## src/hdl/assert_macros.svh

```systemverilog
// Assertion macros shared by the RTL files.
// No dependencies.
`ifndef ASSERT_MACROS_SVH
`define ASSERT_MACROS_SVH
// implication checked on every rising clock edge outside reset
`define CHK_IMPL(label, clk, rst, ante, cons) \
  label: assert property (@(posedge clk) disable iff (rst) (ante) |-> (cons)) \
    else $error("check failed");
// next-cycle implication
`define CHK_NEXT(label, clk, rst, ante, cons) \
  label: assert property (@(posedge clk) disable iff (rst) (ante) |=> (cons)) \
    else $error("check failed");
`endif

```

## src/hdl/dps_pkg.sv

```systemverilog
// Package for the decimal power scaler: types, ROM tables, codes.
// No dependencies.
package dps_pkg;
  localparam int DEC_EXP_BITS_DEF = 14;
  localparam int BIN_EXP_BITS = 16;
  localparam int ROM_DEPTH = 80;
  localparam int ROM_IDX_BITS = 7;
  localparam int IDX_POS_SMALL = 0;
  localparam int IDX_POS_BIG = 31;
  localparam int IDX_NEG_SMALL = 40;
  localparam int IDX_NEG_BIG = 71;
  localparam int BIG_CHUNK_MAX = 9;

  typedef struct packed {
    logic start;
    logic [ROM_IDX_BITS-1:0] idx;
    logic load;
  } dp_cmd_t;

  typedef struct packed {
    logic done;
  } dp_sts_t;

  function automatic logic [127:0] rom_frac(input logic [ROM_IDX_BITS-1:0] k);
    logic [127:0] r;
    r = '0;
    case (k)
      7'd0: r = 128'ha0000000000000000000000000000000;
      7'd1: r = 128'hc8000000000000000000000000000000;
      7'd2: r = 128'hfa000000000000000000000000000000;
      7'd3: r = 128'h9c400000000000000000000000000000;
      7'd4: r = 128'hc3500000000000000000000000000000;
      7'd5: r = 128'hf4240000000000000000000000000000;
      7'd6: r = 128'h98968000000000000000000000000000;
      7'd7: r = 128'hbebc2000000000000000000000000000;
      7'd8: r = 128'hee6b2800000000000000000000000000;
      7'd9: r = 128'h9502f900000000000000000000000000;
      7'd10: r = 128'hba43b740000000000000000000000000;
      7'd11: r = 128'he8d4a510000000000000000000000000;
      7'd12: r = 128'h9184e72a000000000000000000000000;
      7'd13: r = 128'hb5e620f4800000000000000000000000;
      7'd14: r = 128'he35fa931a00000000000000000000000;
      7'd15: r = 128'h8e1bc9bf040000000000000000000000;
      7'd16: r = 128'hb1a2bc2ec50000000000000000000000;
      7'd17: r = 128'hde0b6b3a764000000000000000000000;
      7'd18: r = 128'h8ac7230489e800000000000000000000;
      7'd19: r = 128'had78ebc5ac6200000000000000000000;
      7'd20: r = 128'hd8d726b7177a80000000000000000000;
      7'd21: r = 128'h878678326eac90000000000000000000;
      7'd22: r = 128'ha968163f0a57b4000000000000000000;
      7'd23: r = 128'hd3c21bcecceda1000000000000000000;
      7'd24: r = 128'h84595161401484a00000000000000000;
      7'd25: r = 128'ha56fa5b99019a5c80000000000000000;
      7'd26: r = 128'hcecb8f27f4200f3a0000000000000000;
      7'd27: r = 128'h813f3978f89409844000000000000000;
      7'd28: r = 128'ha18f07d736b90be55000000000000000;
      7'd29: r = 128'hc9f2c9cd04674edea400000000000000;
      7'd30: r = 128'hfc6f7c40458122964d00000000000000;
      7'd31: r = 128'h9dc5ada82b70b59df020000000000000;
      7'd32: r = 128'hc2781f49ffcfa6d53cbf6b71c76b25fb;
      7'd33: r = 128'hefb3ab16c59b14a2c5cfe94ef3ea101e;
      7'd34: r = 128'h93ba47c980e98cdfc66f336c36b10137;
      7'd35: r = 128'hb616a12b7fe617aa577b986b314d6009;
      7'd36: r = 128'he070f78d3927556a85bbe253f47b1417;
      7'd37: r = 128'h8a5296ffe33cc92f82bd6b70d99aaa70;
      7'd38: r = 128'haa7eebfb9df9de8dddbb901b98feeab8;
      7'd39: r = 128'hd226fc195c6a2f8c73832eec6fff3112;
      7'd40: r = 128'hcccccccccccccccccccccccccccccccd;
      7'd41: r = 128'ha3d70a3d70a3d70a3d70a3d70a3d70a4;
      7'd42: r = 128'h83126e978d4fdf3b645a1cac083126e9;
      7'd43: r = 128'hd1b71758e219652bd3c36113404ea4a9;
      7'd44: r = 128'ha7c5ac471b4784230fcf80dc33721d54;
      7'd45: r = 128'h8637bd05af6c69b5a63f9a49c2c1b110;
      7'd46: r = 128'hd6bf94d5e57a42bc3d32907604691b4d;
      7'd47: r = 128'habcc77118461cefcfdc20d2b36ba7c3d;
      7'd48: r = 128'h89705f4136b4a59731680a88f8953031;
      7'd49: r = 128'hdbe6fecebdedd5beb573440e5a884d1b;
      7'd50: r = 128'hafebff0bcb24aafef78f69a51539d749;
      7'd51: r = 128'h8cbccc096f5088cbf93f87b7442e45d4;
      7'd52: r = 128'he12e13424bb40e132865a5f206b06fba;
      7'd53: r = 128'hb424dc35095cd80f538484c19ef38c94;
      7'd54: r = 128'h901d7cf73ab0acd90f9d37014bf60a10;
      7'd55: r = 128'he69594bec44de15b4c2ebe687989a9b4;
      7'd56: r = 128'hb877aa3236a4b44909befeb9fad487c3;
      7'd57: r = 128'h9392ee8e921d5d073aff322e62439fcf;
      7'd58: r = 128'hec1e4a7db69561a52b31e9e3d06c32e5;
      7'd59: r = 128'hbce5086492111aea88f4bb1ca6bcf584;
      7'd60: r = 128'h971da05074da7beed3f6fc16ebca5e03;
      7'd61: r = 128'hf1c90080baf72cb15324c68b12dd6338;
      7'd62: r = 128'hc16d9a0095928a2775b7053c0f178294;
      7'd63: r = 128'h9abe14cd44753b52c4926a9672793543;
      7'd64: r = 128'hf79687aed3eec5513a83ddbd83f52205;
      7'd65: r = 128'hc612062576589dda95364afe032a819d;
      7'd66: r = 128'h9e74d1b791e07e48775ea264cf55347e;
      7'd67: r = 128'hfd87b5f28300ca0d8bca9d6e188853fc;
      7'd68: r = 128'hcad2f7f5359a3b3e096ee45813a04330;
      7'd69: r = 128'ha2425ff75e14fc31a1258379a94d028d;
      7'd70: r = 128'h81ceb32c4b43fcf480eacf948770ced7;
      7'd71: r = 128'hcfb11ead453994ba67de18eda5814af2;
      7'd72: r = 128'ha87fea27a539e9a53f2398d747b36224;
      7'd73: r = 128'h88b402f7fd75539b11dbcb0218ebb414;
      7'd74: r = 128'hddd0467c64bce4a0ac7cb3f6d05ddbdf;
      7'd75: r = 128'hb3f4e093db73a09359ed216765690f57;
      7'd76: r = 128'h91ff83775423cc067b6306a34627ddcf;
      7'd77: r = 128'hece53cec4a314ebda4f8bf5635246428;
      7'd78: r = 128'hc0314325637a1939fa911155fefb5309;
      7'd79: r = 128'h9becce62836ac5774ee367f9430aec33;
      default: r = '0;
    endcase
    return r;
  endfunction

  function automatic logic signed [11:0] rom_bexp(input logic [ROM_IDX_BITS-1:0] k);
    logic signed [11:0] r;
    r = '0;
    case (k)
      7'd0: r = 12'sd4;    7'd1: r = 12'sd7;    7'd2: r = 12'sd10;   7'd3: r = 12'sd14;
      7'd4: r = 12'sd17;   7'd5: r = 12'sd20;   7'd6: r = 12'sd24;   7'd7: r = 12'sd27;
      7'd8: r = 12'sd30;   7'd9: r = 12'sd34;   7'd10: r = 12'sd37;  7'd11: r = 12'sd40;
      7'd12: r = 12'sd44;  7'd13: r = 12'sd47;  7'd14: r = 12'sd50;  7'd15: r = 12'sd54;
      7'd16: r = 12'sd57;  7'd17: r = 12'sd60;  7'd18: r = 12'sd64;  7'd19: r = 12'sd67;
      7'd20: r = 12'sd70;  7'd21: r = 12'sd74;  7'd22: r = 12'sd77;  7'd23: r = 12'sd80;
      7'd24: r = 12'sd84;  7'd25: r = 12'sd87;  7'd26: r = 12'sd90;  7'd27: r = 12'sd94;
      7'd28: r = 12'sd97;  7'd29: r = 12'sd100; 7'd30: r = 12'sd103; 7'd31: r = 12'sd107;
      7'd32: r = 12'sd213; 7'd33: r = 12'sd319; 7'd34: r = 12'sd426; 7'd35: r = 12'sd532;
      7'd36: r = 12'sd638; 7'd37: r = 12'sd745; 7'd38: r = 12'sd851; 7'd39: r = 12'sd957;
      7'd40: r = -12'sd3;   7'd41: r = -12'sd6;   7'd42: r = -12'sd9;   7'd43: r = -12'sd13;
      7'd44: r = -12'sd16;  7'd45: r = -12'sd19;  7'd46: r = -12'sd23;  7'd47: r = -12'sd26;
      7'd48: r = -12'sd29;  7'd49: r = -12'sd33;  7'd50: r = -12'sd36;  7'd51: r = -12'sd39;
      7'd52: r = -12'sd43;  7'd53: r = -12'sd46;  7'd54: r = -12'sd49;  7'd55: r = -12'sd53;
      7'd56: r = -12'sd56;  7'd57: r = -12'sd59;  7'd58: r = -12'sd63;  7'd59: r = -12'sd66;
      7'd60: r = -12'sd69;  7'd61: r = -12'sd73;  7'd62: r = -12'sd76;  7'd63: r = -12'sd79;
      7'd64: r = -12'sd83;  7'd65: r = -12'sd86;  7'd66: r = -12'sd89;  7'd67: r = -12'sd93;
      7'd68: r = -12'sd96;  7'd69: r = -12'sd99;  7'd70: r = -12'sd102; 7'd71: r = -12'sd106;
      7'd72: r = -12'sd212; 7'd73: r = -12'sd318; 7'd74: r = -12'sd425; 7'd75: r = -12'sd531;
      7'd76: r = -12'sd637; 7'd77: r = -12'sd744; 7'd78: r = -12'sd850; 7'd79: r = -12'sd956;
      default: r = '0;
    endcase
    return r;
  endfunction
endpackage

```

## src/hdl/dps_ctrl.sv

```systemverilog
// Controller: splits the decimal exponent into ROM steps, runs handshakes.
// Depends on dps_pkg and assert_macros.svh.
`include "assert_macros.svh"
module dps_ctrl #(
  parameter int DEC_EXP_BITS = dps_pkg::DEC_EXP_BITS_DEF
) (
  input  logic clk,
  input  logic rst,
  input  logic in_valid,
  output logic in_ready,
  input  logic signed [DEC_EXP_BITS-1:0] dec_exp,
  output logic out_valid,
  input  logic out_ready,
  output dps_pkg::dp_cmd_t cmd,
  input  dps_pkg::dp_sts_t sts
);
  import dps_pkg::*;

  typedef enum logic [3:0] {
    S_IDLE = 4'b0001,
    S_ISSUE = 4'b0010,
    S_WAIT = 4'b0100,
    S_OUT = 4'b1000
  } state_t;

  localparam int CB = DEC_EXP_BITS - 5;
  state_t state;
  logic neg;
  logic [CB-1:0] chunks;
  logic [4:0] rest;
  logic [DEC_EXP_BITS-1:0] mag;
  logic [CB-1:0] c;
  logic [ROM_IDX_BITS-1:0] idx;

  assign mag = dec_exp[DEC_EXP_BITS-1] ? DEC_EXP_BITS'(-dec_exp) : dec_exp;
  assign c = (chunks < CB'(BIG_CHUNK_MAX)) ? chunks : CB'(BIG_CHUNK_MAX);
  always_comb begin
    if (chunks != '0)
      idx = ROM_IDX_BITS'(neg ? IDX_NEG_BIG : IDX_POS_BIG) + ROM_IDX_BITS'(c) - 7'd1;
    else
      idx = ROM_IDX_BITS'(neg ? IDX_NEG_SMALL : IDX_POS_SMALL) + {2'b0, rest} - 7'd1;
  end

  assign in_ready = state == S_IDLE;
  assign out_valid = state == S_OUT;
  assign cmd.load = in_valid && in_ready;
  assign cmd.start = state == S_ISSUE;
  assign cmd.idx = idx;

  always_ff @(posedge clk) begin
    if (rst) begin
      state <= S_IDLE;
    end else begin
      case (state)
        S_IDLE: if (in_valid) begin
          neg <= dec_exp[DEC_EXP_BITS-1];
          chunks <= mag[DEC_EXP_BITS-1:5];
          rest <= mag[4:0];
          state <= (mag == '0) ? S_OUT : S_ISSUE;
        end
        S_ISSUE: begin
          if (chunks != '0) chunks <= chunks - c;
          else rest <= '0;
          state <= S_WAIT;
        end
        S_WAIT: if (sts.done) begin
          state <= (chunks == '0 && rest == '0) ? S_OUT : S_ISSUE;
        end
        S_OUT: if (out_ready) state <= S_IDLE;
        default: state <= S_IDLE;
      endcase
    end
  end

  `CHK_IMPL(a_no_start_idle, clk, rst, cmd.start, state != S_IDLE)
  `CHK_IMPL(a_done_in_wait, clk, rst, sts.done, state == S_WAIT)
  `CHK_NEXT(a_out_hold, clk, rst, out_valid && !out_ready, out_valid)
endmodule

```

## config.mk

```make
export PLATFORM = sky130hd
export DESIGN_NAME = dps_ctrl
export DESIGN_NICKNAME = d
export VERILOG_FILES = /design/src/hdl/dps_pkg.sv /design/src/hdl/dps_ctrl.sv
export VERILOG_INCLUDE_DIRS = /design/src /design/src/hdl
export SDC_FILE = /design/constraint.sdc
export NUM_CORES = 1
export LEC_CHECK = 0
export CAP_MARGIN = 40
export CORE_ASPECT_RATIO = 0.5
export CORE_UTILIZATION = 35
export CTS_BUF_LIST = sky130_fd_sc_hd__clkbuf_16
export CTS_CLUSTER_DIAMETER = 120
export DETAILED_ROUTE_END_ITERATION = 10
export DONT_BUFFER_PORTS = 1
export GPL_TIMING_DRIVEN = 0
export PLACE_DENSITY = 0.59
export SYNTH_ARGS = -nofsm -noshare
export SYNTH_HDL_FRONTEND = slang
export SYNTH_SLANG_ARGS = --single-unit
```

## constraint.sdc

```tcl
create_clock -name clk -period 2.6 [get_ports clk]
set_input_delay 0.26 -clock clk [delete_from_list [all_inputs] [get_ports clk]]
set_output_delay 0.26 -clock clk [all_outputs]
set_load 0.02 [all_outputs]
```

Yosys cells after proc, flatten, opt, wreduce, memory -nomap -nowiden
Cells that the tools add are included.

Output and inout port bits: 11. Input port bits: 19. Logic and storage cells: 49. Flip-flop bits (word level): 19.

$lt $le $gt $ge: 1. Multiplexer cells: 17. Bitwise gates (word level): 1. Eq/ne operators: 9. Add/sub/neg operators: 6. Reductions and logical operators: 11.

Operator list (number): 9-bit two-way mux (3); 4-bit two-way mux (5); 9-bit case mux with 2 select lines (1); 4-bit case mux with 4 select lines (1); 14-bit logical NOT (1); 14-bit two-way mux (1); 7-bit two-way mux (2); 14-bit negator (1); 7-bit by 1-bit subtractor with 7-bit output (second input constant) (2); 5-bit two-way mux (2); 5-bit case mux with 2 select lines (1); 9-bit logical NOT (1); 9-bit by 4-bit < comparator with 1-bit output (second input constant) (1); 9-bit nonzero test (1); 9-bit subtractor (1); 4-bit AND reduction (2); 6-bit by 5-bit adder with 7-bit output (1); 7-bit adder (1); 6-bit two-way mux (1); 2-bit inequality test (second input constant) (3); 3-bit AND reduction (2); 5-bit logical NOT (1); 4-bit by 1-bit == test with 1-bit output (second input constant) (1); 4-bit by 2-bit == test with 1-bit output (second input constant) (1); other kinds (6) (8).

Depth between registers and ports, before layout
Gate-level depths: netlist of run 1.

Word-level depth: 6. Gate-level depth with buffers: 11. Gate-level depth less buffers: 10.

Worst setup path before layout of run 1
No wires, ideal clock.

Path type: reg2reg. Start point: register chunks[5]. End point: register chunks[8], data pin. Path slack: -0.120 ns. Cell stages (with the launch flop): 11. Buffers on the path: 0. Arrival time: 2.450 ns. Required time: 2.331 ns. Clock period less this slack: 2.720 ns. Setup time: 0.269 ns. Cells stage by stage: edfxtp_1 or4_4 or2_2 o21ai_0 ha_1 inv_1 o31ai_1 o21ai_1 nor2b_1 xnor2_1 mux2i_1.

Cells in the longest elaborated chain, start to end: 5.

RTL lines: from (decl) (line dps_ctrl.sv:29) `logic [CB-1:0] chunks;`; from (signal assigned) (line dps_ctrl.sv:57) `chunks <= mag[DEC_EXP_BITS-1:5];`; from (signal assigned) (line dps_ctrl.sv:62) `if (chunks != '0) chunks <= chunks - c;`; 9-bit by 4-bit < comparator with 1-bit output (line dps_ctrl.sv:36) `assign c = (chunks < CB'(BIG_CHUNK_MAX)) ? chunks : CB'(BIG_CHUNK_MAX);`; 9-bit two-way mux (line dps_ctrl.sv:36); 9-bit subtractor * (line dps_ctrl.sv:62); 9-bit two-way mux * (line dps_ctrl.sv:62); 9-bit case mux with 2 select lines * (line dps_ctrl.sv:54) `case (state)`.

Mark *: on every way between the ends. The rest lies on a longest branch, timed or not. The select of a mux whose other input is x is not followed. A chain may end at the register's enable or synchronous reset.

==> results of run 1 <==
[cells by family (layout without fill, tap and decap cells)]
family / Yosys count / in the layout / share of synthesized area (%)
other cells: 1 / 1 / 0.212
fa+ha+maj: 13 / 13 / 9.62
xor+xnor: 22 / 22 / 10.9
mux: 4 / 4 / 2.33
buf+inv: 23 / 43 / 5.02
compound gates: 49 / 49 / 19.3
flops: 19 / 19 / 30.0
simple gates: 74 / 74 / 22.6
[synthesized netlist by cell type (4+ instances only)]
master     n  area, µm²
xnor2_1   10       87.6
nand2_1   13       48.8
ha_1      12        150
clkbuf_1   4       15.0
xor2_1    12        105
inv_1     15       56.3
o21ai_0    8       40.0
nor2b_1    7       43.8
dfxtp_1    4       80.1
o31ai_1    5       37.5
a21o_1     4       30.0
a21oi_1   13       65.1
o21ai_1    5       25.0
edfxtp_1  15        450
or3_1      6       37.5
nor2_1    23       86.3
[final timing paths]
path                                     startpoint                    end  slack (ns)
worst max-delay path            chunks[4]$_DFFE_PP_                 cmd[4]       -0.03
worst min-delay path                            rst  state[3]$_SDFFE_PP0P_        0.08
worst max register to register  chunks[4]$_DFFE_PP_    chunks[4]$_DFFE_PP_       -0.01
worst min register to register  chunks[2]$_DFFE_PP_    chunks[2]$_DFFE_PP_        0.74
[what timing repair did]
action | 4_1_cts | 5_1_grt
hold endpoints to repair | 0 | 0
pin swaps | 9 | 7
setup buffers | 8 | 5
resized for setup | 17 | 8
endpoints found under the setup margin | 13 | 21
[cells in the final DEF, fill, tap and decap left out, types with 3 or more instances in the layout]
cell       Yosys  layout
nand2_1       13      13
xor2_1        12      12
clkbuf_1       4       3
nor3_1         3       3
a21o_1         4       4
or3_1          6       6
edfxtp_1      15      15
inv_1         15      15
o41ai_1        3       3
or4_1          3       3
clkbuf_16      0       3
o21ai_2        0       4
a21oi_1       13       8
dfxtp_1        4       4
xnor2_1       10       9
a21oi_2        0       4
o31ai_1        5       4
mux2i_1        3       3
nor2_1        23      22
buf_4          0      15
ha_1          12      10
nor2b_1        7       6
o21ai_0        8       6
[power breakdown]
| part | leakage [nW] | internal, mW | switching (mW) |
|---|---|---|---|
| combinational | 0.614 | 0.121 | 0.155 |
| sequential | 0.173 | 0.360 | 0.0252 |
| clock | 0.0423 | 0.204 | 0.107 |
| total | 0.829 | 0.685 | 0.287 |
[worst register-to-register path, stage by stage, from the launching register on]
cell and delay, ns:
edfxtp_1 0.40, or4_4 0.58, or2_4 0.29, o21ai_4 0.13, ha_2 0.21, inv_2 0.05
o31ai_4 0.17, o21ai_2 0.10, buf_4 0.15, xnor2_1 0.13, nor2_1 0.09, a21oi_1 0.04
[metrics by stage]
step	TNS, ns	instance area, µm²	setup WS (ns)	cells
detailed placement	-1.40	1880	-0.243	274
floorplan	-0.0369	1780	-0.0254	205
global route	-0.739	2150	-0.124	291
CTS	-0.283	2080	-0.0981	286
global placement	-3.71	1860	-0.285	271
finish	-0.0649	2150	-0.0317	291
[flip-flops by register name (all words and copies together) (netlist names)]
| register | flops |
|---|---|
| chunks | 9 |
| neg | 1 |
| rest | 5 |
| state | 4 |
[layout make-up]
type	count	area (µm²)
clock inverter	1	3.75
multi-input combinational	163	1250
clock buffer	3	75.1
buffer	7	36.3
timing repair buffer	16	118
tap	66	82.6
fill	455	2460
sequential	19	531
inverter	16	60.1
[layer usage]
metal  part of all wire, %  vias up  routed length (µm)  GRT usage (%)
met5                     0        -                   0              0
met3                   6.6        2                 272           4.00
li1                      -      785                   -              -
met1                    50      701                2060           23.3
met2                    43       32                1770           26.2
met4                  0.41        0                  17           1.43
==> results.cfg, run 1 <==
[placement]
gp_congestion = 0.823
hpwl_mm = 3.21
portBuffers = 0

[worst_setup_path]
worstPathMaxFanout = 5
slowest_stage = or4_4
max_stage_delay_ns = 0.58
required_ns = 2.34
cp.depth = 7
cpLargestDelayFamily = simple AND/OR/NAND/NOR gates
arrival_ns = 2.37
critPathBufInv = 0
setup.worst_path.end_class = output pin
worstSetupPathType = reg2out
rr_worst_depth = 11
worstSetupStartpointType = flop
path_cells = or4_4 > or2_4 > a21oi_4 > nand2_1 > ha_2 > xor2_1 > a21oi_2

[floorplanning]
rows = 17
start_util_pct = 38.3
die_area_mm2 = 0.00536
core_mm2 = 0.00462
die_width_um = 103
ioPinCount = 30
die_h_um = 52.3

[job]
cap_violations = 0

[detailed_routing]
via_per_inst = 5.22
wire_per_inst_um = 14.2
finalWirelength_mm = 4.12
vias = 1520
firstDrtPassIters = 4
drcViolationCount = 0
drt_iter0_markers = 59
final_antenna_net_count = 0

[logic_synthesis]
avgSynthCellArea_um2 = 8.63
synth_flop_cell = edfxtp_1
synth-edff-count = 15
ys_seq_area_share_pct = 30.0
syn_area_mm2 = 0.00177
synth_nets = 237
synth-async-reset-ratio_pct = 0
yosysUniqueCellTypes = 52
synth_cells = 205
synth_seq_cells = 19
yosysWarnings = 0

[cts]
hold_buffers = 0
clock_sinks = 19
insertion_delay_ns = 0.25
cts-root-buf = clkbuf_16
cts_buffers = 3
clkTransAtPathRegs_ns = 0.05
h-tree-depth = 1
cts_tree = yes
clock_path_buffers = 2

[min_path]
hold-path-cell-count = 1
hold_path_class = in2reg

[timing]
slew_headroom_pct = 46.3
maxSlewViolCount = 0
setup_ws_ns = -0.0317
max_freq_mhz = 380
worst_pin_slew_ns = 0.794
finalHoldViolCount = 0
grt_setup_unrepaired = yes
post-route-period-util_pct = 101
layout_min_cycle_time_ns = 2.63
holdWs_ns = 0.0796
fin_skew_ns = 0.00297
setup-violations-final = 5

[power]
finalPower_mw = 0.973
p_leak_nw = 0.829
p_per_area_mw_per_mm2 = 451
irDropWorstVdd_uv = 344

[cells_and_area]
final_core_util_pct = 46.7
drive_gt1_share_pct = 21.3
num_antenna_cells = 0
layout.nets = 258
area_growth_pct = 21.8

[status]
status = finished with violations
violations = negative setup slack

[global_route]
antenna_found_initial = 0
grtUsageTotal_pct = 16.5
grt_max_degree = 11
grt.overflow.total = 0
grt_pass1_vias = 1409
grt_pass1_wl_mm = 6.73
No activity file was read; power rests on OpenSTA's default activity.
==> run 2: changes to the inputs <==
--- a/config.mk
+++ b/config.mk
@@ -6,6 +6,7 @@
 export SDC_FILE = /design/constraint.sdc
 export NUM_CORES = 1
 export LEC_CHECK = 0
+export ABC_AREA = 1
 export CAP_MARGIN = 40
 export CORE_ASPECT_RATIO = 0.5
 export CORE_UTILIZATION = 35
==> results.cfg, run 2 <==
[power]
finalPower_mw = 1.26
irDropWorstVdd_uv = 228
p_per_area_mw_per_mm2 = 550
p_leak_nw = 1.04

[timing]
max_freq_mhz = 400
worst_pin_slew_ns = 0.714
setup-violations-final = 0
grt_setup_unrepaired = yes
maxSlewViolCount = 0
setup_ws_ns = 0.0998
fin_skew_ns = 0.00170
finalHoldViolCount = 0
holdWs_ns = 0.0748
post-route-period-util_pct = 96.2
slew_headroom_pct = 52.2
layout_min_cycle_time_ns = 2.50

[logic_synthesis]
synth_nets = 329
yosysWarnings = 0
yosysUniqueCellTypes = 37
synth-edff-count = 15
avgSynthCellArea_um2 = 6.56
yosys.area.top_type = edfxtp_1
synth_top_area_share_pct = 23.1
synth-async-reset-ratio_pct = 0
synth_seq_cells = 19
synth_common_cells = nand2_1 (67), inv_1 (46), nor2_1 (37), nand3_1 (29), edfxtp_1 (15)
synth_cells = 297
ys_seq_area_share_pct = 27.2
synth_flop_cell = edfxtp_1
synth_area_leaders = edfxtp_1 (23%), nand2_1 (13%), inv_1 (8.9%), ha_1 (7.7%), nand3_1 (7.5%)
yosysMostFrequentCell = nand2_1
syn_area_mm2 = 0.00195

[cells_and_area]
top_regs = chunks: 9 flops, rest: 5 flops, state: 4 flops
drive_gt1_share_pct = 19.2
fin_area_mm2 = 0.00230
layout.nets = 341
fill_cells = 530
area_growth_pct = 18.0
top_register = chunks
mostFrequentLayoutCell = nand2_1
num_antenna_cells = 0
multiInputGateArea_mm2 = 0.00133
final_cell_mix = nand2_1 (66), inv_1 (43), nor2_1 (34)
ff_latch_area_um2 = 531
largest_reg_flops = 9

[global_route]
grt_max_degree = 11
antenna_found_initial = 0
grt_pass1_vias = 1677
grtUsageTotal_pct = 16.6
grt.overflow.total = 0
grt_pass1_wl_mm = 7.49

[worst_setup_path]
arrival_ns = 2.24
worstPathMaxFanout = 4
worstSetupPathType = reg2out
required_ns = 2.34
setup.worst_path.end_class = output pin
slowest_stage = edfxtp_1
path_cells = inv_4 > ha_4 > inv_4 > ha_4 > a21oi_2 > inv_2 > a31oi_4 > nor2_4 > nor2_2 > nor2_2 > o21ai_1 > nand2_1 > o22ai_4
max_stage_delay_ns = 0.41
worstSetupStartpointType = flop

[detailed_routing]
via_per_inst = 5.04
drt_iter0_markers = 78
finalWirelength_mm = 4.67
firstDrtPassIters = 4
wire_per_inst_um = 12.4
final_antenna_net_count = 0
drcViolationCount = 0
vias = 1906

[cts]
cts_tree = yes
cts_buffers = 3
cts-root-buf = clkbuf_16
clock_path_buffers = 2
h-tree-depth = 1
clkTransAtPathRegs_ns = 0.05
insertion_delay_ns = 0.25
clock_sinks = 19

[floorplanning]
ioPinCount = 30
core_mm2 = 0.00513
die_width_um = 107
die_area_mm2 = 0.00588
rows = 18
die_h_um = 54.7
start_util_pct = 37.9

[placement]
dpl-instance-area_mm2 = 0.00205
gp_congestion = 0.847
place_worst_setup_slack_ns = -0.0584
portBuffers = 0
hpwl_mm = 3.79

[min_path]
hold_path_class = in2reg

[status]
status = complete, no violations

[job]
cap_violations = 0
[run 2: cell types whose count changed in the layout (fill, tap and decap cells not counted), moves of 7 or more]
cell,previous run,this run
nor2_1,22,34
xnor2_1,9,0
buf_4,15,7
nand3_1,2,28
nand2_2,0,7
xor2_1,12,1
nand2_1,13,66
inv_1,15,43
[run 2: cell families (layout without fill, tap and decap cells)]
group / after synthesis / after routing / share of synthesized area (%)
simple gates: 167 / 167 / 40.4
xor+xnor: 1 / 1 / 0.450
other cells: 1 / 1 / 0.193
buf+inv: 56 / 67 / 11.0
flops: 19 / 19 / 27.2
compound gates: 40 / 40 / 12.0
fa+ha+maj: 13 / 13 / 8.74
[run 2: path summary, 6_finish.rpt]
check                        start                    end  slack, ns  depth (start not counted)
max reg2reg    chunks[2]$_DFFE_PP_    chunks[6]$_DFFE_PP_       0.21                         13
min reg2reg  state[2]$_SDFFE_PP0P_  state[3]$_SDFFE_PP0P_       0.63                          3
min                            rst  state[3]$_SDFFE_PP0P_       0.07                          1
max                  neg$_DFFE_PP_                 cmd[7]        0.1                         13
[run 2: through the flow]
step	utilization, %	cells	TNS [ns]
5_1_grt	44.7	378	-0.0607
2_1_floorplan	-	297	0
4_1_cts	43.2	378	-0.0208
3_3_place_gp	39.6	367	0
6_report	44.7	378	0
3_5_place_dp	40.0	369	-0.0793
[run 2: layout make-up]
class / count / area share, %
Clock buffer: 3 / 3.27
Multi-Input combinational cell: 222 / 57.7
Inverter: 53 / 8.88
Timing Repair Buffer: 7 / 2.40
Clock inverter: 1 / 0.163
Tap cell: 70 / 3.81
Sequential cell: 19 / 23.1
Buffer: 3 / 0.654
[run 2: power by group]
| group | internal [mW] | switching [mW] |
|---|---|---|
| Clock | 0.204 | 0.0998 |
| Sequential | 0.391 | 0.0456 |
| Combinational | 0.189 | 0.333 |
[run 2: metal layers]
metal | vias up | global-route usage (%) | part of all wire, %
met3 | 2 | 2.02 | 5.6
met1 | 856 | 23.9 | 51
met4 | 0 | 4.11 | 0.58
li1 | 994 | - | -
met5 | - | 0 | 0
met2 | 54 | 26.6 | 43
[run 2: repair_timing]
item,in CTS,in global routing
setup buffers,5,0
setup endpoints to repair,5,5
hold buffers,0,0
resized for setup,15,19
gates cloned,0,0
pin swaps,7,9
[run 2: worst max-delay path: cells and delay by family, from the launching register on]
| kind | cells | cell delay, ns |
|---|---|---|
| compound gates | 4 | 0.61 |
| fa+ha+maj | 2 | 0.52 |
| buf+inv | 3 | 0.13 |
| flops | 1 | 0.41 |
| simple gates | 4 | 0.31 |
==> run 3: changes to the inputs <==
--- a/config.mk
+++ b/config.mk
@@ -6,7 +6,6 @@
 export SDC_FILE = /design/constraint.sdc
 export NUM_CORES = 1
 export LEC_CHECK = 0
-export ABC_AREA = 1
 export CAP_MARGIN = 40
 export CORE_ASPECT_RATIO = 0.5
 export CORE_UTILIZATION = 35
@@ -15,7 +14,8 @@
 export DETAILED_ROUTE_END_ITERATION = 10
 export DONT_BUFFER_PORTS = 1
 export GPL_TIMING_DRIVEN = 0
-export PLACE_DENSITY = 0.59
+export PLACE_DENSITY = 0.57
+export SLEW_MARGIN = 20
 export SYNTH_ARGS = -nofsm -noshare
 export SYNTH_HDL_FRONTEND = slang
 export SYNTH_SLANG_ARGS = --single-unit
==> constraint.sdc (replaced) <==
create_clock -name clk -period 2.95 [get_ports clk]
set_input_delay 0.295 -clock clk [delete_from_list [all_inputs] [get_ports clk]]
set_output_delay 0.295 -clock clk [all_outputs]
set_load 0.02 [all_outputs]
==> results.cfg, run 3 (synthesis results as in run 1) <==
[status]
status = complete, no violations

[floorplanning]
rows = 17
start_util_pct = 38.3
die_area_mm2 = 0.00536
core_mm2 = 0.00462
ioPinCount = 30
die_width_um = 103
die_h_um = 52.3

[worst_setup_path]
rrSetupSlack_ns = 0.16
path_cells = or4_4 > nor2_2 > nand2_1 > ha_1 > a41oi_1 > xnor2_1 > nand2_1 > o21ai_1
r2r-start = chunks[4]$_DFFE_PP_
arrival_ns = 2.50
r2r-end = chunks[8]$_DFFE_PP_
worstPathMaxFanout = 5
setup.worst_path.end_class = output pin
setup.worst_path.end = cmd[5]
max_stage_delay_ns = 0.58
required_ns = 2.65
worstSetupPathType = reg2out
slowest_stage = or4_4
startpoint = chunks[4]$_DFFE_PP_
rr_worst_depth = 10
worstSetupStartpointType = flop
path_common_cell = nand2_1

[detailed_routing]
final_antenna_net_count = 0
firstDrtPassIters = 4
vias = 1494
via_per_inst = 5.34
drcViolationCount = 0
finalWirelength_mm = 4.03
drt_iter0_markers = 72
wire_per_inst_um = 14.4

[cts]
hold_buffers = 0
clkTransAtPathRegs_ns = 0.05
clock_path_buffers = 2
h-tree-depth = 1
cts_tree = yes
clock_sinks = 19
cts-root-buf = clkbuf_16
insertion_delay_ns = 0.25
cts_buffers = 3

[cells_and_area]
mostFrequentLayoutCell = nor2_1
final_cells = 280
area_growth_pct = 13.2
top_regs = chunks: 9 flops, rest: 5 flops, state: 4 flops
top_register = chunks
drive_gt1_share_pct = 12.1
final_cell_mix = nor2_1 (22), inv_1 (16), edfxtp_1 (15)
final_core_util_pct = 43.4
num_antenna_cells = 0
fill_cells = 473
largest_reg_flops = 9
layout.nets = 247

[timing]
finalHoldViolCount = 0
setup-violations-final = 0
layout_min_cycle_time_ns = 2.79
slew_headroom_pct = 47.6
setup_ws_ns = 0.157
maxSlewViolCount = 0
worst_pin_slew_ns = 0.775
max_freq_mhz = 358
post-route-period-util_pct = 94.7
fin_skew_ns = 0.00172
grt_setup_unrepaired = no

[global_route]
grt_pass1_vias = 1424
grt.overflow.total = 0
grt_pass1_wl_mm = 6.74
grt_max_degree = 11
grtUsageTotal_pct = 16.6
antenna_found_initial = 0

[min_path]
hold_path_class = in2reg
hold_start = rst

[power]
p_leak_nw = 0.755
pwr-share-clk_pct = 32.8
finalPower_mw = 0.829
p_sw_mw = 0.242
internal_power_mw = 0.587
irDropWorstVdd_uv = 189
p_per_area_mw_per_mm2 = 414
p_seq_share_pct = 40.8
sw_frac_of_total_pct = 29.2
pwr-share-comb_pct = 26.4

[job]
cap_violations = 0

[placement]
place_worst_setup_slack_ns = -0.0695
portBuffers = 0
gp_congestion = 0.799
placed_cells = 274
hpwl_mm = 3.31
## run 3: cell count changes in the layout (fill, tap and decap cells not counted), sizes merged, moves of 10 or more
cell and delta:
nand2 -63, inv -36, nand3 -27, nor2 -19
xor2 +11, xnor2 +10
## run 3: what timing repair did
| item | 4_1_cts | 5_1_grt |
|---|---|---|
| resized for setup | 5 | 6 |
| setup endpoints to repair | 5 | 7 |
| pin swaps | 0 | 1 |
| hold endpoints to repair | 0 | 0 |
| buffers inserted | 1 | 1 |
## run 3: worst max-delay path: cells and delay by family, from the launching register on
| kind | cells | cell delay [ns] |
|---|---|---|
| flops | 1 | 0.41 |
| simple gates | 4 | 0.91 |
| compound gates | 2 | 0.49 |
| xor+xnor | 1 | 0.14 |
| fa+ha+maj | 1 | 0.31 |
## run 3: area by class of cell
cell class	count	area, µm²	share of cell area [%]
Multi-Input combinational cell	163	1190	59.4
Sequential cell	19	531	26.5
Tap cell	66	82.6	4.13
Clock buffer	3	75.1	3.75
Inverter	16	60.1	3.00
Timing Repair Buffer	5	32.5	1.62
Buffer	7	28.8	1.44
Clock inverter	1	3.75	0.188
## run 3: worst min path at each step
stage,endpoint,slack [ns],cells after the start
global placement,state[3]$_SDFFE_PP0P_,0.37,1
CTS,state[3]$_SDFFE_PP0P_,0.12,1
global route,state[3]$_SDFFE_PP0P_,0.11,1
floorplan,state[3]$_SDFFE_PP0P_,0.37,1
detailed placement,state[3]$_SDFFE_PP0P_,0.38,1
finish,state[3]$_SDFFE_PP0P_,0.12,1
## run 3: routing by layer
metal  track usage (%)  share of wire (%)
met1              23.3                 49
met2              25.9                 42
met3              4.80                8.5
met4              1.43               0.42
met5                 0                  0
## run 3: per-stage QoR
step	hold slack (ns)	area (µm²)	TNS (ns)
finish	0.118	2000	0
global route	0.113	2000	0
CTS	0.117	1970	0
detailed placement	0.376	1870	-0.0942
global placement	0.374	1850	0
floorplan	0.368	1770	0
## run 3: power groups by stage
stage          clock network (mW)  registers, mW  logic [mW]
2_1_floorplan                   0          0.338       0.165
3_3_place_gp                    0          0.344       0.199
3_5_place_dp                    0          0.344       0.205
4_1_cts                     0.274          0.338       0.212
5_1_grt                     0.289          0.342       0.247
6_report                    0.272          0.339       0.219
